File: config.mk
export PLATFORM = sky130hd
export DESIGN_NAME = multi_turn_motor_feedback_decoder_core_flat
export DESIGN_NICKNAME = d
export VERILOG_FILES = /design/src/sv/mtmfd_pkg.sv /design/src/sv/mtmfd_ifs.sv /design/src/sv/multi_turn_motor_feedback_decoder_core.sv /design/src/flat_wrapper.sv
export SDC_FILE = /design/constraint.sdc
export NUM_CORES = 2
export LEC_CHECK = 0
export BUFFER_PORTS_ARGS = -buffer_cell sky130_fd_sc_hd__buf_2
export CAP_MARGIN = 5
export CORE_AREA = 4 4 273 383
export DETAILED_ROUTE_END_ITERATION = 12
export DIE_AREA = 0 0 277 387
export PLACE_DENSITY_LB_ADDON = 0.08
export SYNTH_ARGS = -nofsm -noshare
export SYNTH_HDL_FRONTEND = slang
export SYNTH_SLANG_ARGS = --single-unit
export TNS_END_PERCENT = 50
File: constraint.sdc
create_clock -name clock -period 10.2 [get_ports clock]
set_clock_uncertainty 0.1 [all_clocks]
set_input_delay 2.04 -clock clock [delete_from_list [all_inputs] [get_ports clock]]
set_output_delay 2.04 -clock clock [all_outputs]
set_load 0.1 [all_outputs]
File: src/sv/mtmfd_pkg.sv
`timescale 1ns / 1ps
// ----------------------------------------------------------------------------
// mtmfd_pkg
// Shared widths, constants and register codes for the multi-turn motor
// feedback decoder.
// ----------------------------------------------------------------------------
package mtmfd_pkg;

   // Field widths
   localparam int POS_W      = 16;
   localparam int SPEED_W    = 16;
   localparam int CURRENT_W  = 16;
   localparam int TEMP_W     = 8;
   localparam int MULTI_W    = 40;
   localparam int DELTA_W    = 17;
   localparam int TURN_OUT_W = 24;
   localparam int ANGLE_W    = 49;
   localparam int SPD_OUT_W  = 19;
   localparam int TORQUE_W   = 40;
   localparam int TORQUE_K_W = 24;
   localparam int BIAS_W     = 18;

   // Configuration port
   localparam int CSR_IDX_W  = 2;
   localparam int CSR_DATA_W = 24;

   // Parameter defaults
   localparam int TURN_BITS_DEF  = 24;
   localparam int CAL_FRAMES_DEF = 10;

   // Calibration constants
   localparam int LOAD_FRAMES = 2;
   localparam int BIAS_WINDOW = 32700;

   // Register reset values
   localparam logic [POS_W-1:0]      ZERO_OFFSET_RESET = '0;
   localparam logic [TORQUE_K_W-1:0] TORQUE_K_RESET    = 24'd291397;

   typedef enum logic [CSR_IDX_W-1:0] {
      CSR_ZERO_OFFSET = 2'd0,
      CSR_TORQUE_K    = 2'd1,
      CSR_SPEED_MODE  = 2'd2
   } csr_index_type;

endpackage

File: src/sv/mtmfd_ifs.sv
`timescale 1ns / 1ps
// ----------------------------------------------------------------------------
// mtmfd channel interfaces
// Feedback frame, decoded result and register write channels.
// ----------------------------------------------------------------------------
interface mtmfd_req_if
   import mtmfd_pkg::*;
();
   logic                        valid;
   logic                        ready;
   logic        [POS_W-1:0]     position_raw;
   logic signed [SPEED_W-1:0]   speed_raw;
   logic signed [CURRENT_W-1:0] current_raw;
   logic        [TEMP_W-1:0]    temp_raw;

   modport source (output valid, position_raw, speed_raw, current_raw, temp_raw,
                   input ready);
   modport sink   (input valid, position_raw, speed_raw, current_raw, temp_raw,
                   output ready);
endinterface

interface mtmfd_rsp_if
   import mtmfd_pkg::*;
();
   logic                         valid;
   logic                         ready;
   logic signed [MULTI_W-1:0]    multi_turn_position;
   logic signed [DELTA_W-1:0]    step_delta;
   logic signed [TURN_OUT_W-1:0] turn_count;
   logic signed [ANGLE_W-1:0]    angle_deg_q16;
   logic signed [SPD_OUT_W-1:0]  speed_sixth_dps;
   logic signed [TORQUE_W-1:0]   torque_q24;
   logic        [TEMP_W-1:0]     temperature;

   modport source (output valid, multi_turn_position, step_delta, turn_count,
                   angle_deg_q16, speed_sixth_dps, torque_q24, temperature,
                   input ready);
   modport sink   (input valid, multi_turn_position, step_delta, turn_count,
                   angle_deg_q16, speed_sixth_dps, torque_q24, temperature,
                   output ready);
endinterface

interface mtmfd_csr_if
   import mtmfd_pkg::*;
();
   logic                  valid;
   logic                  ready;
   logic [CSR_IDX_W-1:0]  index;
   logic [CSR_DATA_W-1:0] data;

   modport source (output valid, index, data, input ready);
   modport sink   (input valid, index, data, output ready);
endinterface

File: src/sv/multi_turn_motor_feedback_decoder_core.sv
`timescale 1ns / 1ps
// ----------------------------------------------------------------------------
// multi_turn_motor_feedback_decoder_core
// Unwraps a single-turn encoder count into a multi-turn position and angle,
// tracks a start-up zero bias, and scales speed and current.
// ----------------------------------------------------------------------------
//  channel   direction  handshake     payload
//  req_ch    in         valid/ready   position, speed, current, temperature
//  rsp_ch    out        valid/ready   position, delta, turns, angle, speed,
//                                     torque, temperature
//  csr_ch    in         valid/ready   register index, write data
//
//  One frame per cycle while the result channel is not stalled; a frame passes
//  the input register, then the result register, before rsp valid rises.
//  The turn and bias update is a single pass between those two registers,
//  so back-to-back frames need no stall.
//  Synchronous active-high reset clears the valids and the tracking state.
//  A full result register holds while the input register can still take one
//  more frame; csr writes are taken in every cycle.
// ----------------------------------------------------------------------------
module multi_turn_motor_feedback_decoder_core
   import mtmfd_pkg::*;
#(
   parameter int TURN_BITS  = TURN_BITS_DEF,
   parameter int CAL_FRAMES = CAL_FRAMES_DEF
) (
   input  logic     clock,
   input  logic     reset,
   mtmfd_req_if.sink   req_ch,
   mtmfd_rsp_if.source rsp_ch,
   mtmfd_csr_if.sink   csr_ch
);

   localparam int MW   = TURN_BITS + POS_W;
   localparam int FC_W = $clog2(CAL_FRAMES + 2);
   localparam logic signed [ANGLE_W-1:0] WIN_POS = ANGLE_W'(BIAS_WINDOW);
   localparam logic signed [ANGLE_W-1:0] WIN_NEG = -WIN_POS;
   localparam logic signed [DELTA_W-1:0] HALF_POS = DELTA_W'(32768);
   localparam logic signed [DELTA_W-1:0] HALF_NEG = -HALF_POS;
   localparam logic signed [DELTA_W-1:0] FULL_TURN = DELTA_W'(65536);

   // Configuration registers
   logic [POS_W-1:0]      zero_offset_ff;
   logic [TORQUE_K_W-1:0] torque_k_ff;
   logic                  speed_mode_ff;

   // Input register
   logic                        a_valid_ff;
   logic        [POS_W-1:0]     a_pos_ff;
   logic signed [SPEED_W-1:0]   a_speed_ff;
   logic signed [CURRENT_W-1:0] a_current_ff;
   logic        [TEMP_W-1:0]    a_temp_ff;

   // Tracking state
   logic        [POS_W-1:0]     prev_pos_ff,    prev_pos_in;
   logic        [TURN_BITS-1:0] turns_ff,       turns_in;
   logic signed [BIAS_W-1:0]    zero_bias_ff,   zero_bias_in;
   logic        [FC_W-1:0]      frame_count_ff, frame_count_in;

   // Result register
   logic                         rsp_valid_ff;
   logic signed [MULTI_W-1:0]    multi_ff,  multi_in;
   logic signed [DELTA_W-1:0]    delta_ff,  delta_in;
   logic signed [TURN_OUT_W-1:0] turn_ff,   turn_in;
   logic signed [ANGLE_W-1:0]    angle_ff,  angle_in;
   logic signed [SPD_OUT_W-1:0]  speed_ff,  speed_in;
   logic signed [TORQUE_W-1:0]   torque_ff, torque_in;
   logic        [TEMP_W-1:0]     temp_ff;

   // Datapath intermediates
   logic                        a_load;
   logic                        b_load;
   logic signed [DELTA_W-1:0]   diff;
   logic signed [BIAS_W-1:0]    bias_cur;
   logic signed [MW-1:0]        multi_pos;
   logic signed [ANGLE_W-1:0]   multi_ext;
   logic signed [ANGLE_W-1:0]   rel_pos;
   logic signed [ANGLE_W-1:0]   rel_bias;
   logic signed [SPD_OUT_W-1:0] speed_ext;

   // Handshakes
   assign b_load       = a_valid_ff && (!rsp_valid_ff || rsp_ch.ready);
   assign req_ch.ready = !a_valid_ff || b_load;
   assign a_load       = req_ch.valid && req_ch.ready;
   assign csr_ch.ready = 1'b1;

   // Register writes
   always_ff @(posedge clock) begin
      if (reset) begin
         zero_offset_ff <= ZERO_OFFSET_RESET;
         torque_k_ff    <= TORQUE_K_RESET;
         speed_mode_ff  <= 1'b0;
      end else if (csr_ch.valid) begin
         unique case (csr_index_type'(csr_ch.index))
            CSR_ZERO_OFFSET: zero_offset_ff <= csr_ch.data[POS_W-1:0];
            CSR_TORQUE_K:    torque_k_ff    <= csr_ch.data[TORQUE_K_W-1:0];
            CSR_SPEED_MODE:  speed_mode_ff  <= csr_ch.data[0];
            default: ;
         endcase
      end
   end

   // Capture the frame on transfer
   always_ff @(posedge clock) begin
      if (reset) begin
         a_valid_ff <= 1'b0;
      end else if (a_load) begin
         a_valid_ff <= 1'b1;
      end else if (b_load) begin
         a_valid_ff <= 1'b0;
      end
   end

   always_ff @(posedge clock) begin
      if (a_load) begin
         a_pos_ff     <= req_ch.position_raw;
         a_speed_ff   <= req_ch.speed_raw;
         a_current_ff <= req_ch.current_raw;
         a_temp_ff    <= req_ch.temp_raw;
      end
   end

   // Unwrap, angle and bias update
   always_comb begin
      // advance the frame counter, saturating one past calibration
      if (frame_count_ff < FC_W'(CAL_FRAMES + 1)) begin
         frame_count_in = frame_count_ff + FC_W'(1);
      end else begin
         frame_count_in = frame_count_ff;
      end

      // load the bias from the register over the first frames
      if (frame_count_in <= FC_W'(LOAD_FRAMES)) begin
         bias_cur = $signed({2'b00, zero_offset_ff});
      end else begin
         bias_cur = zero_bias_ff;
      end

      // wrap detection on the count step
      diff        = $signed({1'b0, a_pos_ff}) - $signed({1'b0, prev_pos_ff});
      prev_pos_in = a_pos_ff;
      priority if (diff < HALF_NEG) begin
         turns_in = turns_ff + TURN_BITS'(1);
         delta_in = diff + FULL_TURN;
      end else if (diff > HALF_POS) begin
         turns_in = turns_ff - TURN_BITS'(1);
         delta_in = diff - FULL_TURN;
      end else begin
         turns_in = turns_ff;
         delta_in = diff;
      end

      // position = count + turns * 65536, sign-extended
      multi_pos = $signed({turns_in, a_pos_ff});
      multi_ext = ANGLE_W'(multi_pos);
      multi_in  = multi_ext[MULTI_W-1:0];
      turn_in   = multi_ext[POS_W +: TURN_OUT_W];

      // angle = (position - bias) * 360, as 256 + 64 + 32 + 8
      rel_pos  = multi_ext - ANGLE_W'(bias_cur);
      angle_in = (rel_pos <<< 8) + (rel_pos <<< 6) + (rel_pos <<< 5) + (rel_pos <<< 3);

      // during calibration, set the bias one turn off the register offset, toward the position
      rel_bias     = ANGLE_W'(bias_cur) - multi_ext;
      zero_bias_in = bias_cur;
      if (frame_count_in <= FC_W'(CAL_FRAMES)) begin
         priority if (rel_bias < WIN_NEG) begin
            zero_bias_in = $signed({2'b01, zero_offset_ff});
         end else if (rel_bias > WIN_POS) begin
            zero_bias_in = $signed({2'b11, zero_offset_ff});
         end
      end

      // speed scaling, times six as 4 + 2, or passed through unscaled in speed mode
      speed_ext = SPD_OUT_W'(a_speed_ff);
      if (speed_mode_ff) begin
         speed_in = speed_ext;
      end else begin
         speed_in = (speed_ext <<< 2) + (speed_ext <<< 1);
      end

      // torque = current * constant, the full product fits the result width
      torque_in = TORQUE_W'(a_current_ff) * TORQUE_W'($signed({1'b0, torque_k_ff}));
   end

   // Hold the tracking state between frames
   always_ff @(posedge clock) begin
      if (reset) begin
         prev_pos_ff    <= '0;
         turns_ff       <= '0;
         zero_bias_ff   <= '0;
         frame_count_ff <= '0;
      end else if (b_load) begin
         prev_pos_ff    <= prev_pos_in;
         turns_ff       <= turns_in;
         zero_bias_ff   <= zero_bias_in;
         frame_count_ff <= frame_count_in;
      end
   end

   // Result register
   always_ff @(posedge clock) begin
      if (reset) begin
         rsp_valid_ff <= 1'b0;
      end else if (b_load) begin
         rsp_valid_ff <= 1'b1;
      end else if (rsp_ch.ready) begin
         rsp_valid_ff <= 1'b0;
      end
   end

   always_ff @(posedge clock) begin
      if (b_load) begin
         multi_ff  <= multi_in;
         delta_ff  <= delta_in;
         turn_ff   <= turn_in;
         angle_ff  <= angle_in;
         speed_ff  <= speed_in;
         torque_ff <= torque_in;
         temp_ff   <= a_temp_ff;
      end
   end

   assign rsp_ch.valid               = rsp_valid_ff;
   assign rsp_ch.multi_turn_position = multi_ff;
   assign rsp_ch.step_delta          = delta_ff;
   assign rsp_ch.turn_count          = turn_ff;
   assign rsp_ch.angle_deg_q16       = angle_ff;
   assign rsp_ch.speed_sixth_dps     = speed_ff;
   assign rsp_ch.torque_q24          = torque_ff;
   assign rsp_ch.temperature         = temp_ff;

endmodule

File: src/flat_wrapper.sv
// flat-port wrapper written by rule: the top's interface ports become plain ports
module multi_turn_motor_feedback_decoder_core_flat import mtmfd_pkg::*;
#(
   parameter int TURN_BITS  = TURN_BITS_DEF,
   parameter int CAL_FRAMES = CAL_FRAMES_DEF
)
  (clock, reset, req_ch_valid, req_ch_position_raw, req_ch_speed_raw, req_ch_current_raw, req_ch_temp_raw, req_ch_ready, rsp_ch_valid, rsp_ch_multi_turn_position, rsp_ch_step_delta, rsp_ch_turn_count, rsp_ch_angle_deg_q16, rsp_ch_speed_sixth_dps, rsp_ch_torque_q24, rsp_ch_temperature, rsp_ch_ready, csr_ch_valid, csr_ch_index, csr_ch_data, csr_ch_ready);
  mtmfd_req_if req_ch_i ();
  mtmfd_rsp_if rsp_ch_i ();
  mtmfd_csr_if csr_ch_i ();
  input  logic clock;
  input  logic reset;
  input wire logic [$bits(req_ch_i.valid)-1:0] req_ch_valid;
  input wire logic [$bits(req_ch_i.position_raw)-1:0] req_ch_position_raw;
  input wire logic [$bits(req_ch_i.speed_raw)-1:0] req_ch_speed_raw;
  input wire logic [$bits(req_ch_i.current_raw)-1:0] req_ch_current_raw;
  input wire logic [$bits(req_ch_i.temp_raw)-1:0] req_ch_temp_raw;
  output wire logic [$bits(req_ch_i.ready)-1:0] req_ch_ready;
  output wire logic [$bits(rsp_ch_i.valid)-1:0] rsp_ch_valid;
  output wire logic [$bits(rsp_ch_i.multi_turn_position)-1:0] rsp_ch_multi_turn_position;
  output wire logic [$bits(rsp_ch_i.step_delta)-1:0] rsp_ch_step_delta;
  output wire logic [$bits(rsp_ch_i.turn_count)-1:0] rsp_ch_turn_count;
  output wire logic [$bits(rsp_ch_i.angle_deg_q16)-1:0] rsp_ch_angle_deg_q16;
  output wire logic [$bits(rsp_ch_i.speed_sixth_dps)-1:0] rsp_ch_speed_sixth_dps;
  output wire logic [$bits(rsp_ch_i.torque_q24)-1:0] rsp_ch_torque_q24;
  output wire logic [$bits(rsp_ch_i.temperature)-1:0] rsp_ch_temperature;
  input wire logic [$bits(rsp_ch_i.ready)-1:0] rsp_ch_ready;
  input wire logic [$bits(csr_ch_i.valid)-1:0] csr_ch_valid;
  input wire logic [$bits(csr_ch_i.index)-1:0] csr_ch_index;
  input wire logic [$bits(csr_ch_i.data)-1:0] csr_ch_data;
  output wire logic [$bits(csr_ch_i.ready)-1:0] csr_ch_ready;
  assign req_ch_i.valid = req_ch_valid;
  assign req_ch_i.position_raw = req_ch_position_raw;
  assign req_ch_i.speed_raw = req_ch_speed_raw;
  assign req_ch_i.current_raw = req_ch_current_raw;
  assign req_ch_i.temp_raw = req_ch_temp_raw;
  assign req_ch_ready = req_ch_i.ready;
  assign rsp_ch_valid = rsp_ch_i.valid;
  assign rsp_ch_multi_turn_position = rsp_ch_i.multi_turn_position;
  assign rsp_ch_step_delta = rsp_ch_i.step_delta;
  assign rsp_ch_turn_count = rsp_ch_i.turn_count;
  assign rsp_ch_angle_deg_q16 = rsp_ch_i.angle_deg_q16;
  assign rsp_ch_speed_sixth_dps = rsp_ch_i.speed_sixth_dps;
  assign rsp_ch_torque_q24 = rsp_ch_i.torque_q24;
  assign rsp_ch_temperature = rsp_ch_i.temperature;
  assign rsp_ch_i.ready = rsp_ch_ready;
  assign csr_ch_i.valid = csr_ch_valid;
  assign csr_ch_i.index = csr_ch_index;
  assign csr_ch_i.data = csr_ch_data;
  assign csr_ch_ready = csr_ch_i.ready;
  multi_turn_motor_feedback_decoder_core #(.TURN_BITS(TURN_BITS), .CAL_FRAMES(CAL_FRAMES)) u_core (.clock(clock), .reset(reset), .req_ch(req_ch_i), .rsp_ch(rsp_ch_i), .csr_ch(csr_ch_i));
endmodule
==> summary.txt <==
STA
  • Final hold violations: 0
  • Setup-failing EPs final: 0
  • Relative slew slack: 0.244
  • Worst slew pin tran: 1.13 ns
  • Slew Viols, Final: 0
  • Max Clock Freq: 106 MHz
  • RSZ-0062 raised after global routing: no
  • Setup TNS Final: 0 ns
  • Min Clock Period, post-route: about 9.4 ns
  • Final period utilization: 0.923

Critical path
  • Crit Path Max Fanout: 7
  • Slowest stage cell on the critical path: xor2_1
  • Worst r2r src: u_core.a_pos_ff[0]$_DFFE_PP_
  • CP arrival: approximately 9.7 ns
  • Worst EP required: 10.45 ns
  • Flop2flop setup slack: 0.79 ns
  • Worst setup SP type: register
  • Reg2reg end: u_core.rsp_ch.angle_deg_q16[46]$_DFFE_PP_
  • CP bufs+invs: 6
  • FF-to-FF path depth: 39
  • Slowest stage delay, CP: 0.54 ns
  • WS Path Type: register to register
  • Crit. End Element: register
  • CP dominant cell by count: inv_1
  • CP top delay family: compound AO/OA/AOI/OAI gates

Clock network
  • Post-CTS sizing: 0
  • CTS buffer count: between 40 and 50
  • Post-CTS setup buffer count: 0
  • CTS tree: yes
  • Clock Pin Slew Worst Setup and Hold Paths: 0.06 ns
  • Worst-Skew Late Latency: 0.63 ns
  • Root Buffer: clkbuf_16
  • Htree depth: 2
  • Clk sinks: 331
  • Hold-fix buffers, CTS: 0
  • Max clock buf depth: 3

Global routing
  • Initial antenna violation count: 3
  • Total grt overflow: 0
  • Vias in the first global route: around 28000
  • Total GRT Usage: 0.193
  • Largest net degree at the start of global routing: 85
  • First-pass GRT wire length: approximately 160000 um

Floorplan
  • Starting density of the core: 0.349
  • Chip Height: 387 um
  • I/O pin count: 287
  • Area of the die: 107000 um^2
  • Die width: 277 um
  • Core area: 101000 um^2
  • Row count: 138

Synthesis
  • EDFF count, synth: 226
  • Avg Cell Area, Syn: 9.31 um^2
  • Mapped Area: 35200 um^2
  • Top FF cell, synth: edfxtp_1
  • Yosys reg bits: about 330
  • Post-synth top area share: 0.214
  • Synth warnings: 0
  • Share of flip-flops with an asynchronous set or reset: 0
  • Largest cells by area after synthesis: fa_1 (21%), edfxtp_1 (19%), ha_1 (11%)
  • Yosys top cell by area: fa_1
  • Sequential fraction of the synthesis area: 0.253
  • Cells after Synth: between 3000 and 4000
  • Synth unique cells: 95

Cells and area
  • Multi-input logic area: 23300 um^2
  • Fin nets: roughly 4700
  • FILL cells: 10400
  • Final Non-Filler Cells: about 5300
  • FF/Latch Area: 8890 um^2
  • Area grow syn2layout: 11.7%
  • Share of cells above drive strength 1: 0.114

Drt
  • Via Count: 26700
  • 1st-pass router iterations: 5
  • Via density: between 4 and 5
  • Detail Route Antenna Nets: 0
  • Initial DRC count: 1301
  • Total Wirelength: between 100000 and 150000 um
  • DR WL/cell: between 15 and 20 um
  • Drc violations: 0

Outcome
  • Outcome: complete, no violations

Min path
  • WHS Path Cells: 0
  • Worst hold path class: register to register
  • WHS Endpoint: u_core.rsp_ch.temperature[5]$_DFFE_PP_
  • Worst Min Path Start: u_core.a_temp_ff[5]$_DFFE_PP_

Placement
  • Placed cells: ~5300
  • Hpwl dp: 82300 um
  • Placer Congestion: 0.904
  • IO buf count: between 200 and 300

Job
  • Max-Cap Viols: 0
==> synthesized netlist by cell type (all sizes together) (29+ instances only) <==
cell    count
clkbuf    118
fa        376
nor3       50
and2      167
inv       599
nand4      43
o21ai     118
edfxtp    226
buf        63
nor2b      36
o21bai     29
o21a       38
xor2       80
xnor2     134
nand3      32
nand2     431
a21o       92
nand2b     47
ha        304
dfxtp     105
a21oi     240
nor2      131
==> through the flow <==
stage           util  hold slack (ns)  instance area, um^2  worst slack, ns
2_1_floorplan      -            0.300                35200            0.961
3_3_place_gp   0.375            0.301                37800            0.404
3_5_place_dp   0.375            0.305                37800            0.325
4_1_cts        0.389            0.320                39300            0.308
5_1_grt        0.390            0.324                39300          0.00325
6_report       0.390            0.316                39300            0.789
==> flip-flops by register name, indices dropped and copies added, names as in the netlist, 17 cells and up <==
name,cells
u_core.rsp_ch.torque_q24,40
u_core.rsp_ch.turn_count,24
u_core.zero_bias_ff,18
u_core.rsp_ch.speed_sixth_dps,19
u_core.torque_k_ff,24
u_core.rsp_ch.angle_deg_q16,46
u_core.turns_ff,24
u_core.rsp_ch.step_delta,17
==> cells in the final DEF (no fill, tap or decap), types with 11 or more instances in the layout <==
cell / count
a21o_1: 92
nor2_1: 130
a21oi_1: 239
o21a_1: 38
a211oi_1: 20
and2_1: 166
dfxtp_1: 105
mux2i_1: 19
buf_2: 281
o21ai_0: 103
fa_1: 376
edfxtp_1: 226
nor2b_1: 35
xor2_1: 78
nand2_1: 430
a31oi_1: 26
o21ai_1: 14
nand3_1: 32
and3_1: 20
o21bai_1: 29
nand4_1: 43
nor4_1: 15
ha_1: 303
nand3b_1: 11
o31ai_1: 23
or3_1: 28
xnor2_1: 133
nor3_1: 46
inv_1: 596
clkbuf_16: 43
buf_4: 56
nand2b_1: 46
==> worst max-delay path by stage <==
stage                                            start                                   endpoint  cells after the start
floorplan                 u_core.a_pos_ff[1]$_DFFE_PP_  u_core.rsp_ch.angle_deg_q16[48]$_DFFE_PP_                     40
global placement    u_core.prev_pos_ff[1]$_SDFFE_PP0P_  u_core.rsp_ch.angle_deg_q16[48]$_DFFE_PP_                     40
detailed placement  u_core.prev_pos_ff[1]$_SDFFE_PP0P_  u_core.rsp_ch.angle_deg_q16[48]$_DFFE_PP_                     39
CTS                 u_core.prev_pos_ff[1]$_SDFFE_PP0P_  u_core.rsp_ch.angle_deg_q16[48]$_DFFE_PP_                     39
global route              u_core.a_pos_ff[0]$_DFFE_PP_  u_core.rsp_ch.angle_deg_q16[48]$_DFFE_PP_                     41
finish                    u_core.a_pos_ff[0]$_DFFE_PP_  u_core.rsp_ch.angle_deg_q16[46]$_DFFE_PP_                     39
==> worst reg2reg max path, delay by kind of cell (launching register included) <==
| family | cells | cell delay (ns) |
|---|---|---|
| compound gates | 16 | 3.62 |
| xor+xnor | 3 | 0.87 |
| fa+ha+maj | 6 | 2.19 |
| buf+inv | 6 | 0.58 |
| flops | 1 | 0.39 |
| simple gates | 8 | 1.41 |
==> metal layers <==
layer  vias up  wire, um  global-route usage
li1      12800         -                   -
met3       148      3490              0.0222
met5         -         0                   0
met1     13200     42000               0.224
met4         0      3370              0.0574
met2       477     55400               0.369
==> area by class of cell <==
class,count,area share
antenna,1,0.0000636
clock buffer,51,0.0287
clock inverter,25,0.00700
inverter,599,0.0574
multi-input combinational,2670,0.592
sequential,331,0.226
tap,1330,0.0423
timing repair buffer,337,0.0465
==> cells by family (layout without fill, tap and decap cells) <==
group | Yosys count | after routing | share of synthesized area
multiplexers | 21 | 21 | 0.00604
AND/OR/NAND/NOR | 1050 | 1050 | 0.147
flip-flops | 331 | 331 | 0.253
buffers and inverters | 780 | 1012 | 0.0884
AO/OA/AOI/OAI | 699 | 699 | 0.129
other | 2 | 5 | 0.000213
XOR/XNOR | 214 | 214 | 0.0535
adder cells (fa/ha/maj) | 682 | 682 | 0.323
Power is left out: the tool's default activity adds up to more than one toggle a clock period on the data nets, which glitch-free logic cannot reach.
